File: src/rtl/assert_macros.svh
// assertion macros used by the rtl top level
`ifndef ASSERT_MACROS_SVH
`define ASSERT_MACROS_SVH

// clocked check, disabled while reset is asserted
`define SPO2R_ASSERT(lbl, prop, msg) \
  lbl: assert property (@(posedge clk_i) disable iff (!rst_ni) prop) else $error(msg);

// clocked check that also holds during reset
`define SPO2R_ASSERT_ALWAYS(lbl, prop, msg) \
  lbl: assert property (@(posedge clk_i) prop) else $error(msg);

`endif

File: src/rtl/spo2r_pkg.sv
// types and constants of the spo2 and pulse rate unit
`default_nettype none

package spo2r_pkg;

  // field widths
  localparam int unsigned SampleW = 16;
  localparam int unsigned DcW     = 16;
  localparam int unsigned RatioW  = 16;
  localparam int unsigned RateW   = 16;
  localparam int unsigned Spo2W   = 7;
  localparam int unsigned CoefW   = 7;
  localparam int unsigned MulW    = 16;
  localparam int unsigned ProdW   = 2 * MulW;
  localparam int unsigned CfgIdxW = 3;
  localparam int unsigned CfgW    = 16;

  // shared divider sizes: dividend, divisor, quotient
  localparam int unsigned DivNumW = 44;
  localparam int unsigned DivDenW = 32;
  localparam int unsigned QuoW    = 16;

  typedef logic signed [SampleW-1:0] sample_t;

  // peak start values
  localparam sample_t PeakStart = sample_t'(700);

  // ratio of one in q4.12
  localparam logic [RatioW-1:0] RatioOne = RatioW'(4096);
  localparam logic [RatioW-1:0] RatioMax = '1;

  // register indexes
  localparam logic [CfgIdxW-1:0] CfgLowIntercept  = 3'd0;
  localparam logic [CfgIdxW-1:0] CfgLowSlope      = 3'd1;
  localparam logic [CfgIdxW-1:0] CfgHighIntercept = 3'd2;
  localparam logic [CfgIdxW-1:0] CfgHighSlope     = 3'd3;
  localparam logic [CfgIdxW-1:0] CfgRateScale     = 3'd4;

  // register reset values
  localparam logic [CoefW-1:0] LowInterceptRst  = 7'd110;
  localparam logic [CoefW-1:0] LowSlopeRst      = 7'd25;
  localparam logic [CoefW-1:0] HighInterceptRst = 7'd120;
  localparam logic [CoefW-1:0] HighSlopeRst     = 7'd35;
  localparam logic [RateW-1:0] RateScaleRst     = 16'd15000;

  typedef enum logic [1:0] {
    DirFall    = 2'd0,
    DirRise    = 2'd1,
    DirUnknown = 2'd2
  } dir_e;

  typedef enum logic [3:0] {
    StIdle,
    StMulA,
    StMulB,
    StRatio,
    StDivR,
    StMulS,
    StSpo2,
    StDivP,
    StDone
  } state_e;

  typedef struct packed {
    sample_t          red_ac;
    sample_t          ir_ac;
    logic [DcW-1:0]   red_dc;
    logic [DcW-1:0]   ir_dc;
  } in_t;

  typedef struct packed {
    logic [Spo2W-1:0] spo2;
    logic [RateW-1:0] pulse_rate;
    logic             ratio_valid;
    logic             rate_valid;
  } out_t;

  typedef struct packed {
    logic               start;
    logic [DivNumW-1:0] num;
    logic [DivDenW-1:0] den;
  } div_req_t;

  typedef struct packed {
    logic            done;
    logic [QuoW-1:0] quo;
  } div_rsp_t;

endpackage

`default_nettype wire

File: src/rtl/pulse_oximeter_spo2_rate_unit.sv
// top level of the spo2 and pulse rate unit
//
// Input channel in_valid_i / in_stall_o carries one sample (red and
// infrared ac and dc). Output channel out_valid_o / out_stall_i gives one
// result per sample: spo2, pulse rate and two valid flags. A transaction
// happens at a clock edge with valid high and stall low.
// Configuration is a plain write port (cfg_we_i, cfg_index_i, cfg_wdata_i),
// to be written by the user only while the unit is idle; the unit does not
// enforce this. Unknown indexes are ignored. After a sample is accepted, the
// sequencer runs two multiplies on a shared 16x16 multiplier, the ratio
// division, the slope multiply, then the rate division; it takes the next
// sample only when back in idle after the result is loaded. Each division
// holds the sequencer for its 16 compare and subtract steps and its done
// strobe; a zero or saturated ratio, or a zero mean half-period, skips its
// division. in_stall_o is high while a sample is in work.
// The result sits in an output register; the next sample is taken while it
// waits. If the receiver stalls and the register is still full when a new
// result is done, the sequencer holds that result until the register frees.
// Reset (rst_ni low, asynchronous) restores register defaults and peak start
// values, clears directions, indexes, half-periods and the output register.
`default_nettype none
`include "assert_macros.svh"

module pulse_oximeter_spo2_rate_unit import spo2r_pkg::*; #(
  parameter int unsigned INDEX_WIDTH = 24
) (
  input  wire logic               clk_i,
  input  wire logic               rst_ni,
  input  wire logic               in_valid_i,
  output logic                    in_stall_o,
  input  wire in_t                in_data_i,
  output logic                    out_valid_o,
  input  wire logic               out_stall_i,
  output out_t                    out_data_o,
  input  wire logic               cfg_we_i,
  input  wire logic [CfgIdxW-1:0] cfg_index_i,
  input  wire logic [CfgW-1:0]    cfg_wdata_i
);

  state_e state_q, state_d;

  logic [CoefW-1:0] low_icpt_q, low_slope_q, high_icpt_q, high_slope_q;
  logic [RateW-1:0] rate_scale_q;

  logic [INDEX_WIDTH-1:0] index_q;
  logic [DcW-1:0]         red_dc_q, ir_dc_q;
  logic [ProdW-1:0]       num_q, den_q;
  logic [RatioW-1:0]      r_q;
  logic                   ratio_ok_q;
  logic [Spo2W-1:0]       spo2_q;
  logic [RateW-1:0]       rate_q;
  logic                   rate_ok_q;
  out_t                   out_q;
  logic                   out_valid_q;

  logic                   in_accept;
  logic                   out_load;
  logic [SampleW-1:0]     ptp_red, ptp_ir;
  logic [INDEX_WIDTH-1:0] hp_red, hp_ir;
  logic [INDEX_WIDTH:0]   hp_sum;
  logic [INDEX_WIDTH-1:0] mean;
  logic                   mean_zero;
  logic                   ratio_zero;
  logic                   ratio_sat;
  logic                   low_line;
  logic [MulW-1:0]        mul_a, mul_b;
  logic [ProdW-1:0]       mul_y;
  logic signed [23:0]     line_v;
  logic [23:0]            line_rnd;
  logic [Spo2W-1:0]       spo2_val;
  div_req_t               div_req;
  div_rsp_t               div_rsp;

  assign in_accept = in_valid_i && !in_stall_o;

  // configuration registers
  always_ff @(posedge clk_i or negedge rst_ni) begin
    if (!rst_ni) begin
      low_icpt_q   <= LowInterceptRst;
      low_slope_q  <= LowSlopeRst;
      high_icpt_q  <= HighInterceptRst;
      high_slope_q <= HighSlopeRst;
      rate_scale_q <= RateScaleRst;
    end else if (cfg_we_i) begin
      case (cfg_index_i)
        CfgLowIntercept:  low_icpt_q   <= cfg_wdata_i[CoefW-1:0];
        CfgLowSlope:      low_slope_q  <= cfg_wdata_i[CoefW-1:0];
        CfgHighIntercept: high_icpt_q  <= cfg_wdata_i[CoefW-1:0];
        CfgHighSlope:     high_slope_q <= cfg_wdata_i[CoefW-1:0];
        CfgRateScale:     rate_scale_q <= cfg_wdata_i[RateW-1:0];
        default: ;
      endcase
    end
  end

  // per channel trackers
  spo2r_track #(
    .INDEX_WIDTH(INDEX_WIDTH)
  ) u_track_red (
    .clk_i         (clk_i),
    .rst_ni        (rst_ni),
    .en_i          (in_accept),
    .cur_i         (in_data_i.red_ac),
    .index_i       (index_q),
    .ptp_o         (ptp_red),
    .half_period_o (hp_red)
  );

  spo2r_track #(
    .INDEX_WIDTH(INDEX_WIDTH)
  ) u_track_ir (
    .clk_i         (clk_i),
    .rst_ni        (rst_ni),
    .en_i          (in_accept),
    .cur_i         (in_data_i.ir_ac),
    .index_i       (index_q),
    .ptp_o         (ptp_ir),
    .half_period_o (hp_ir)
  );

  // sample index
  always_ff @(posedge clk_i or negedge rst_ni) begin
    if (!rst_ni) begin
      index_q <= '0;
    end else if (in_accept) begin
      index_q <= index_q + 1'b1;
    end
  end

  // decisions taken by the sequencer
  assign hp_sum     = {1'b0, hp_red} + {1'b0, hp_ir};
  assign mean       = hp_sum[INDEX_WIDTH:1];
  assign mean_zero  = (mean == '0);
  assign ratio_zero = (den_q == '0) || (ir_dc_q == '0);
  assign ratio_sat  = ({4'b0, num_q} >= {den_q, 4'b0});
  assign low_line   = (r_q <= RatioOne);

  // shared multiplier
  assign mul_y = mul_a * mul_b;

  // spo2 line, rounded half away from zero and clamped at zero
  always_comb begin
    line_v = $signed({5'b0, (low_line ? low_icpt_q : high_icpt_q), 12'b0})
           - $signed({1'b0, num_q[22:0]});
    line_rnd = 24'(line_v) + 24'd2048;
    spo2_val = (line_v <= 0) ? '0 : line_rnd[12 +: Spo2W];
  end

  // shared divider
  spo2r_div u_div (
    .clk_i  (clk_i),
    .rst_ni (rst_ni),
    .req_i  (div_req),
    .rsp_o  (div_rsp)
  );

  // next state
  always_comb begin
    state_d = state_q;
    case (state_q)
      StIdle:  if (in_valid_i) state_d = StMulA;
      StMulA:  state_d = StMulB;
      StMulB:  state_d = StRatio;
      StRatio: state_d = (ratio_zero || ratio_sat) ? StMulS : StDivR;
      StDivR:  if (div_rsp.done) state_d = StMulS;
      StMulS:  state_d = StSpo2;
      StSpo2:  state_d = mean_zero ? StDone : StDivP;
      StDivP:  if (div_rsp.done) state_d = StDone;
      StDone:  if (!out_valid_q || !out_stall_i) state_d = StIdle;
      default: state_d = StIdle;
    endcase
  end

  // sequencer outputs
  always_comb begin
    in_stall_o  = 1'b1;
    out_load    = 1'b0;
    mul_a       = '0;
    mul_b       = '0;
    div_req     = '0;
    case (state_q)
      StIdle: begin
        in_stall_o = 1'b0;
      end
      StMulA: begin
        mul_a = MulW'(ptp_red);
        mul_b = MulW'(ir_dc_q);
      end
      StMulB: begin
        mul_a = MulW'(red_dc_q);
        mul_b = MulW'(ptp_ir);
      end
      StRatio: begin
        div_req.start = !(ratio_zero || ratio_sat);
        div_req.num   = {num_q, 12'b0};
        div_req.den   = den_q;
      end
      StMulS: begin
        mul_a = MulW'(r_q);
        mul_b = MulW'(low_line ? low_slope_q : high_slope_q);
      end
      StSpo2: begin
        div_req.start = !mean_zero;
        div_req.num   = DivNumW'(rate_scale_q);
        div_req.den   = DivDenW'(mean);
      end
      StDone: begin
        out_load = !out_valid_q || !out_stall_i;
      end
      default: ;
    endcase
  end

  // state register
  always_ff @(posedge clk_i or negedge rst_ni) begin
    if (!rst_ni) begin
      state_q <= StIdle;
    end else begin
      state_q <= state_d;
    end
  end

  // working registers
  always_ff @(posedge clk_i) begin
    case (state_q)
      StIdle: begin
        if (in_accept) begin
          red_dc_q <= in_data_i.red_dc;
          ir_dc_q  <= in_data_i.ir_dc;
        end
      end
      StMulA: num_q <= mul_y;
      StMulB: den_q <= mul_y;
      StRatio: begin
        ratio_ok_q <= !ratio_zero;
        if (ratio_zero) begin
          r_q <= '0;
        end else if (ratio_sat) begin
          r_q <= RatioMax;
        end
      end
      StDivR: if (div_rsp.done) r_q <= div_rsp.quo;
      StMulS: num_q <= mul_y;
      StSpo2: begin
        spo2_q    <= spo2_val;
        rate_ok_q <= !mean_zero;
        if (mean_zero) rate_q <= '0;
      end
      StDivP: if (div_rsp.done) rate_q <= div_rsp.quo;
      default: ;
    endcase
  end

  // output register
  always_ff @(posedge clk_i or negedge rst_ni) begin
    if (!rst_ni) begin
      out_valid_q <= 1'b0;
    end else if (out_load) begin
      out_valid_q <= 1'b1;
    end else if (!out_stall_i) begin
      out_valid_q <= 1'b0;
    end
  end

  always_ff @(posedge clk_i) begin
    if (out_load) begin
      out_q.spo2        <= spo2_q;
      out_q.pulse_rate  <= rate_q;
      out_q.ratio_valid <= ratio_ok_q;
      out_q.rate_valid  <= rate_ok_q;
    end
  end

  assign out_valid_o = out_valid_q;
  assign out_data_o  = out_q;

  // checks
  `SPO2R_ASSERT(a_accept_starts, in_accept |=> state_q == StMulA, "sample not started")
  `SPO2R_ASSERT(a_div_done_waited, div_rsp.done |-> (state_q == StDivR || state_q == StDivP), "divider done while not waited on")
  `SPO2R_ASSERT(a_load_from_done, $rose(out_valid_q) |-> $past(state_q) == StDone, "result loaded outside done state")
  `SPO2R_ASSERT_ALWAYS(a_stall_when_busy, (state_q != StIdle) |-> in_stall_o, "input taken while busy")

endmodule

`default_nettype wire

File: src/rtl/spo2r_track.sv
// peak, valley and half-period tracker for one channel
`default_nettype none

module spo2r_track import spo2r_pkg::*; #(
  parameter int unsigned INDEX_WIDTH = 24
) (
  input  wire logic                   clk_i,
  input  wire logic                   rst_ni,
  input  wire logic                   en_i,
  input  wire sample_t                cur_i,
  input  wire logic [INDEX_WIDTH-1:0] index_i,
  output logic [SampleW-1:0]          ptp_o,
  output logic [INDEX_WIDTH-1:0]      half_period_o
);

  sample_t                prev_q, prev_d;
  sample_t                high_q, high_d;
  sample_t                low_q, low_d;
  dir_e                   dir_q, dir_d, dir_mid;
  logic [INDEX_WIDTH-1:0] hidx_q, hidx_d;
  logic [INDEX_WIDTH-1:0] hp_q, hp_d;
  logic signed [SampleW:0] diff;

  // valley test first, then peak test with the updated direction
  always_comb begin
    prev_d  = cur_i;
    high_d  = high_q;
    low_d   = low_q;
    hidx_d  = hidx_q;
    hp_d    = hp_q;
    dir_mid = dir_q;
    if (dir_q == DirFall && cur_i > prev_q) begin
      low_d   = prev_q;
      dir_mid = DirRise;
      hp_d    = index_i - hidx_q;
    end
    dir_d = dir_mid;
    if (dir_mid != DirFall && cur_i < prev_q) begin
      high_d = prev_q;
      hidx_d = index_i;
      dir_d  = DirFall;
    end
  end

  // channel state, updated once per accepted sample
  always_ff @(posedge clk_i or negedge rst_ni) begin
    if (!rst_ni) begin
      prev_q <= '0;
      high_q <= PeakStart;
      low_q  <= -PeakStart;
      hidx_q <= '0;
      hp_q   <= '0;
      dir_q  <= DirUnknown;
    end else if (en_i) begin
      prev_q <= prev_d;
      high_q <= high_d;
      low_q  <= low_d;
      hidx_q <= hidx_d;
      hp_q   <= hp_d;
      dir_q  <= dir_d;
    end
  end

  // peak to peak magnitude
  assign diff  = {high_q[SampleW-1], high_q} - {low_q[SampleW-1], low_q};
  assign ptp_o = diff[SampleW] ? SampleW'(-diff) : diff[SampleW-1:0];

  assign half_period_o = hp_q;

endmodule

`default_nettype wire

File: src/rtl/spo2r_div.sv
// restoring divider, one quotient bit per cycle
`default_nettype none

module spo2r_div import spo2r_pkg::*; (
  input  wire logic     clk_i,
  input  wire logic     rst_ni,
  input  wire div_req_t req_i,
  output div_rsp_t      rsp_o
);

  // dividend high part must be below the divisor, so the quotient fits
  localparam int unsigned CntW = $clog2(QuoW + 1);

  logic [DivDenW-1:0] rem_q, rem_d;
  logic [QuoW-1:0]    low_q, low_d;
  logic [DivDenW-1:0] den_q;
  logic [CntW-1:0]    cnt_q;
  logic               busy_q;
  logic               done_q;
  logic [DivDenW:0]   trial;
  logic [DivDenW:0]   diff;
  logic               take;

  // one compare and subtract step
  always_comb begin
    trial = {rem_q, low_q[QuoW-1]};
    diff  = trial - {1'b0, den_q};
    take  = (trial >= {1'b0, den_q});
    rem_d = take ? diff[DivDenW-1:0] : trial[DivDenW-1:0];
    low_d = {low_q[QuoW-2:0], take};
  end

  // control
  always_ff @(posedge clk_i or negedge rst_ni) begin
    if (!rst_ni) begin
      busy_q <= 1'b0;
      done_q <= 1'b0;
      cnt_q  <= '0;
    end else begin
      done_q <= 1'b0;
      if (req_i.start) begin
        busy_q <= 1'b1;
        cnt_q  <= CntW'(QuoW);
      end else if (busy_q) begin
        cnt_q <= cnt_q - 1'b1;
        if (cnt_q == CntW'(1)) begin
          busy_q <= 1'b0;
          done_q <= 1'b1;
        end
      end
    end
  end

  // operands and partial remainder
  always_ff @(posedge clk_i) begin
    if (req_i.start) begin
      rem_q <= DivDenW'(req_i.num[DivNumW-1:QuoW]);
      low_q <= req_i.num[QuoW-1:0];
      den_q <= req_i.den;
    end else if (busy_q) begin
      rem_q <= rem_d;
      low_q <= low_d;
    end
  end

  assign rsp_o.done = done_q;
  assign rsp_o.quo  = low_q;

endmodule

`default_nettype wire
File: config.mk
export PLATFORM = sky130hd
export DESIGN_NAME = pulse_oximeter_spo2_rate_unit
export DESIGN_NICKNAME = d
export VERILOG_FILES = /design/src/rtl/spo2r_pkg.sv /design/src/rtl/pulse_oximeter_spo2_rate_unit.sv /design/src/rtl/spo2r_track.sv /design/src/rtl/spo2r_div.sv
export VERILOG_INCLUDE_DIRS = /design/src /design/src/rtl
export SDC_FILE = /design/constraint.sdc
export NUM_CORES = 2
export LEC_CHECK = 0
export BUFFER_PORTS_ARGS = -buffer_cell sky130_fd_sc_hd__buf_2
export CORE_MARGIN = 2
export CORE_UTILIZATION = 64
export DETAILED_ROUTE_END_ITERATION = 10
export PLACE_DENSITY_LB_ADDON = 0.25
export SYNTH_ARGS = -nofsm -noshare
export SYNTH_HDL_FRONTEND = slang
export SYNTH_SLANG_ARGS = --single-unit
export TNS_END_PERCENT = 10
File: constraint.sdc
create_clock -name clk_i -period 12.85 [get_ports clk_i]
set_input_delay 0.6425 -clock clk_i [delete_from_list [all_inputs] [get_ports clk_i]]
set_output_delay 0.6425 -clock clk_i [all_outputs]
set_load 0.02 [all_outputs]
### After elaboration in Yosys (flattened, before gate mapping)

Cells that the tools add are included.

| storage, ports and cells | value |
|---|---|
| flip-flop bits (word level) | 518 |
| output and inout bits | 27 |
| input bits | 88 |
| word-level logic and storage cells | 161 |

| cells by class | value |
|---|---|
| reductions and logical operators | 39 |
| multiply operators | 1 |
| $lt $le $gt $ge | 8 |
| $add $sub $neg | 12 |
| equal/unequal tests | 20 |
| multiplexer cells | 41 |

Operators with widths:

| kind | count |
|---|---|
| $pmux W77 S2 | 1 |
| $mux W16 | 8 |
| $pmux W16 S3 | 2 |
| $pmux W16 S2 | 2 |
| $mux W28 | 2 |
| $sub A24 B24 Y24 | 2 |
| $ge A32 B36 Y1 | 1 |
| $pmux W4 S9 | 1 |
| $sub A16 B16 Y17 | 2 |
| $ge A33 B32 Y1 | 1 |
| $gt A16 B16 Y1 | 2 |
| $logic_not A32 Y1 | 1 |
| $lt A16 B16 Y1 | 2 |
| $mul A16 B16 Y32 | 1 |
| $mux W32 | 1 |
| $neg A16 Y16 | 2 |
| $sub A32 B32 Y32 | 1 |
| $add A24 B24 Y25 | 1 |
| $add A24 B1 Y24 const B | 1 |
| $le A24 B1 Y1 const B | 1 |
| $logic_not A24 Y1 | 1 |
| $sub A19 B23 Y24 | 1 |
| $mux W4 | 5 |
| $reduce_and A2 Y1 | 10 |
| other kinds (29) | 69 |

### Logic depth before layout (Yosys ltp)

| depth | value |
|---|---|
| depth after elaboration | 6 |
| depth in mapped cells | 40 |
| mapped depth without buffers | 38 |

### Modules after synthesis

A second synthesis with hierarchy kept.

| unflattened totals | value |
|---|---|
| cells, all modules | 3,951 |
| area total of the unflattened synthesis | 39,340.2 um^2 |

Modules (own cells, without submodules):

| module | cells an instance | area each (um^2) | instances | seq. area each (um^2) |
|---|---|---|---|---|
| pulse_oximeter_spo2_rate_unit | 2,014 | 20,395.8 | 1 | 6,718.9 |
| spo2r_track | 679 | 6,515.0 | 2 | 2,472.4 |
| spo2r_div | 579 | 5,914.4 | 1 | 2,537.4 |

### Worst setup path after synthesis

OpenSTA, ideal clock, no wires.

| timing | value |
|---|---|
| path type | register -> register |
| start | register u_track_ir.high_q[0] |
| end | register den_q[31] (data pin) |
| required time | 12.586 ns |
| path buffers | 1 |
| clock period less this slack | 9.506 ns |
| cell stages (with the launch flop) | 36 |
| library setup time | 0.264 ns |
| data arrival time | 9.241 ns |
| slack | 3.344 ns |
| cell sequence | dfrtp_1 inv_1 ha_1 inv_1 fa_1 a211oi_1 o21ai_1 a31oi_1 xnor2_1 nand4_1 a2111oi_0 o2111ai_1 mux2i_1 a211oi_1 a221o_1 clkbuf_1 and2_1 fa_1 fa_1 fa_1 fa_1 fa_1 inv_1 fa_1 inv_1 ha_1 o21a_1 o21a_1 a21oi_1 o21ai_0 o41a_1 a41o_1 o311ai_0 nand2b_1 a21oi_1 xnor2_1 |

| between the ends | value |
|---|---|
| cells in the longest elaborated chain, start to end | 5 |

RTL lines:

| element | RTL line | source |
|---|---|---|
| from (decl) | spo2r_track.sv:17 | `sample_t high_q, high_d;` |
| from (signal assigned) | spo2r_track.sv:49 | `high_q <= PeakStart;` |
| from (signal assigned) | spo2r_track.sv:56 | `high_q <= high_d;` |
| $sub A16 B16 Y17 * | spo2r_track.sv:65 | `assign diff = {high_q[SampleW-1], high_q} - {low_q[SampleW-1], low_q};` |
| $neg A16 Y16 | spo2r_track.sv:66 | `assign ptp_o = diff[SampleW] ? SampleW'(-diff) : diff[SampleW-1:0];` |
| $mux W16 * | spo2r_track.sv:66 |  |
| $pmux W16 S3 * | pulse_oximeter_spo2_rate_unit.sv:181 | `case (state_q)` |
| $mul A16 B16 Y32 * | pulse_oximeter_spo2_rate_unit.sv:139 | `assign mul_y = mul_a * mul_b;` |
| via mul_y[31] | pulse_oximeter_spo2_rate_unit.sv:67 | `logic [ProdW-1:0] mul_y;` |
| to (signal assigned) | pulse_oximeter_spo2_rate_unit.sv:233 | `StMulB: den_q <= mul_y;` |
| to (decl) | pulse_oximeter_spo2_rate_unit.sv:47 | `logic [ProdW-1:0] num_q, den_q;` |

Mark *: on every way through the listed nets, which the timed path passes. The rest lies on a longest branch.
A chain may end at the register's enable or synchronous reset.

### Worst setup path in the final report

| timing | value |
|---|---|
| start | register u_track_ir.high_q[0] |
| end | register num_q[31] (data pin) |

| between the ends | value |
|---|---|
| cells in the longest elaborated chain, start to end | 5 |

RTL lines:

| element | RTL line | source |
|---|---|---|
| $sub A16 B16 Y17 * | spo2r_track.sv:65 |  |
| $neg A16 Y16 | spo2r_track.sv:66 |  |
| $mux W16 * | spo2r_track.sv:66 |  |
| $pmux W16 S3 * | pulse_oximeter_spo2_rate_unit.sv:181 |  |
| $mul A16 B16 Y32 * | pulse_oximeter_spo2_rate_unit.sv:139 |  |
| via mul_y[31] | pulse_oximeter_spo2_rate_unit.sv:67 |  |
| to (signal assigned) | pulse_oximeter_spo2_rate_unit.sv:232 | `StMulA: num_q <= mul_y;` |
| to (signal assigned) | pulse_oximeter_spo2_rate_unit.sv:243 | `StMulS: num_q <= mul_y;` |
| to (decl) | pulse_oximeter_spo2_rate_unit.sv:47 |  |

Marked as above.

==> impl_metrics.toml <==
[floorplanning]
dieHeight_um = 247
fp-row-count = 88
die_w_um = 247
core_area_mm2 = 0.0579
die-area_mm2 = 0.0608
io_pins = 115
start_util_pct = 65.1

[min_path]
min-delay-start = "in_data_i[24]"
holdPathStages = 1
hold_path.class = "in2reg"
hold_path_end = "red_dc_q[8]$_DFFE_PP_"

[clocking]
cts_root_buffer = "clkbuf_16"
cts_tree = "built"
clockBufferDepth = 3
htreeDepth = 2
clock_latency_ns = 0.62
clock-sinks = 518
numCtsBuffers = 55
clk_transition_reported_paths_ns = 0.06
postCtsSetupBuffers = 0

[synthesis]
seq_area_frac_synth_pct = 37.7
netlist_instances = 3777
avgSynthCellArea_um2 = 9.98
ys_warn_count = 0
ys_ff_latch = 518
synth.distinct_cells = 87
syn_nets = 4375
synth_area_mm2 = 0.0377
synth_edf_count = 238
synth-async-reset-ratio_pct = 53.3
synth_flop_cell = "edfxtp_1"

[critical_path]
slowest_stage = "a2111oi_0"
cp_slowest_stage_delay_ns = 0.83
startpoint_type = "flip-flop"
arrival_ns = 11.21
reg2reg_depth = 34
cp_max_fo = 16
cp-end-kind = "flip-flop"
worstReg2RegEnd = "num_q[31]$_DFFE_PP_"
r2r-start = "u_track_ir.high_q[0]$_DFFE_PN0P_"
critPathKind = "reg2reg"
crit_required_ns = 13.20
r2r_slack_ns = 1.99
cpMostUsedCell = "fa_1"

[sta]
finalSetupTns_ns = 0
fin_crit_ns = 10.86
rsz0062_at_grt = "false"
maxSlewHeadroom_pct = 21.3
period_share_pct = 84.5
timing.fmax_mhz = 92.1
worst_slew_pin_slew_ns = 1.18
fin_skew_ns = 0.0165
setup_violations = 0
slew_violations = 0
hold_viol_final = 0

[finish]
num-fill-cells = 4403
layout-drive-gt1-share_pct = 12.1
final_net_count = 4478
synthToLayoutAreaGrowth_pct = 9.17

[placement]
dp_hpwl_um = 71600
place.gp.congestion = 0.973
io_buffers = 114

[global_routing]
grt_max_degree = 78
first_global_vias = 27900
grt_pass1_wl_um = 150000
antenna_found_initial = 9
grt_overflow = 0
grt_usage_pct = 31.6

[drt]
drc = 0
via_per_inst = 5.98
drtAntennaViolNets = 0
avgRoutedWirePerCell_um = 20.0
first_pass_iters = 6
totalWireLength_um = 93800
initialDrtViolationCount = 2321
vias = 28100

[status]
run_status = "finished clean"

[job]
drv_cap = 0
## final cells by class
cell class / instances / area (µm²) / share of cell area [%]
Sequential cell: 518 / 14200 / 34.5
Timing Repair Buffer: 161 / 936 / 2.28
Clock inverter: 29 / 345 / 0.840
Clock buffer: 74 / 1590 / 3.87
Inverter: 465 / 1750 / 4.24
Antenna cell: 4 / 10.0 / 0.0243
Multi-Input combinational cell: 2679 / 21300 / 51.9
Tap cell: 765 / 957 / 2.33
## worst max-delay path: cells and delay by family (launching register included)
family,cells,cell delay (ns)
AO/OA/AOI/OAI,14,4.89
flip-flops,1,0.37
buffers and inverters,5,0.26
multiplexers,1,0.19
XOR/XNOR,2,0.33
AND/OR/NAND/NOR,3,0.44
adder cells (fa/ha/maj),9,4.12
## per-stage QoR
step                      hold WS, ns  setup slack, ns  util [%]  area [µm²]  instances
after global routing            0.183             1.35      71.0       41100       4691
after CTS                       0.180             2.09      71.0       41100       4691
final                           0.202             1.99      71.0       41100       4695
after detailed placement        0.405             2.13      67.6       39200       4587
after global placement          0.402             2.44      67.6       39200       4587
after floorplan                 0.347             3.34         -       37700       3777
## flip-flops by register name, summed over array words and instances (netlist names), 16 cells and up
signal	flops
ir_dc_q	16
u_track_ir.high_q	16
u_track_ir.prev_q	16
rate_q	16
u_track_red.half_period_o	24
u_track_ir.half_period_o	24
num_q	32
u_track_ir.hidx_q	24
den_q	32
u_track_ir.low_q	16
u_div.low_q	16
u_div.den_q	32
u_track_red.hidx_q	24
u_track_red.low_q	16
u_track_red.prev_q	16
u_track_red.high_q	16
r_q	16
rate_scale_q	16
u_div.rem_q	32
index_q	24
out_data_o	25
red_dc_q	16
## synthesized netlist by cell type (68+ instances only)
master    count  area (µm²)
nand2_1     449        1690
dfrtp_1     222        5560
ha_1        310        3880
a21oi_1     134         671
xnor2_1     134        1170
fa_1        200        4000
o21ai_0     219        1100
mux2i_1      76         761
inv_1       464        1740
nor2_1      219         822
mux2_2      135        1520
edfxtp_1    238        7150
a21o_1       68         510
clkbuf_1     95         357
## worst max-delay path by stage
stage,start,endpoint,slack (ns)
after floorplan,u_track_ir.high_q[0]$_DFFE_PN0P_,den_q[31]$_DFFE_PP_,3.34
after global placement,u_track_ir.high_q[0]$_DFFE_PN0P_,den_q[31]$_DFFE_PP_,2.44
after detailed placement,u_track_ir.high_q[0]$_DFFE_PN0P_,den_q[31]$_DFFE_PP_,2.13
after CTS,u_track_ir.high_q[0]$_DFFE_PN0P_,num_q[31]$_DFFE_PP_,2.09
after global routing,u_track_ir.high_q[0]$_DFFE_PN0P_,den_q[31]$_DFFE_PP_,1.35
final,u_track_ir.high_q[0]$_DFFE_PN0P_,num_q[31]$_DFFE_PP_,1.99
## kinds of logic after synthesis
group | synth area share, %
simple gates | 12.9
compound gates | 11.9
buf+inv | 5.85
flops | 37.7
fa+ha+maj | 20.9
mux | 6.17
xor+xnor | 4.56
## layout by cell type, fill, tap and decap left out, types with 59 or more instances in the layout
| cell type | n |
|---|---|
| inv_1 | 462 |
| nand2_1 | 448 |
| ha_1 | 310 |
| edfxtp_1 | 238 |
| dfrtp_1 | 222 |
| nor2_1 | 218 |
| o21ai_0 | 217 |
| fa_1 | 200 |
| mux2_2 | 135 |
| xnor2_1 | 134 |
| a21oi_1 | 133 |
| buf_2 | 113 |
| mux2i_1 | 76 |
| a21o_1 | 68 |
| nand3_1 | 62 |
| xor2_1 | 62 |
| clkbuf_16 | 59 |
## metal layers
| layer | up-vias | wire [µm] | track usage (%) |
|---|---|---|---|
| met3 | 243 | 7340 | 5.85 |
| li1 | 13200 | - | - |
| met1 | 13700 | 39700 | 42.6 |
| met4 | 8 | 4100 | 12.7 |
| met2 | 1027 | 42700 | 50.7 |
| met5 | - | 55 | 0 |
## what timing repair did
action | CTS | global route
hold endpoints to repair | 36 | 0
hold buffers | 1 | 0
endpoints found under the setup margin | 0 | 0
gates resized for setup | 0 | 0
Power is not shown: default switching activity piles up to over one toggle a cycle in this logic, so the estimate is an artifact.
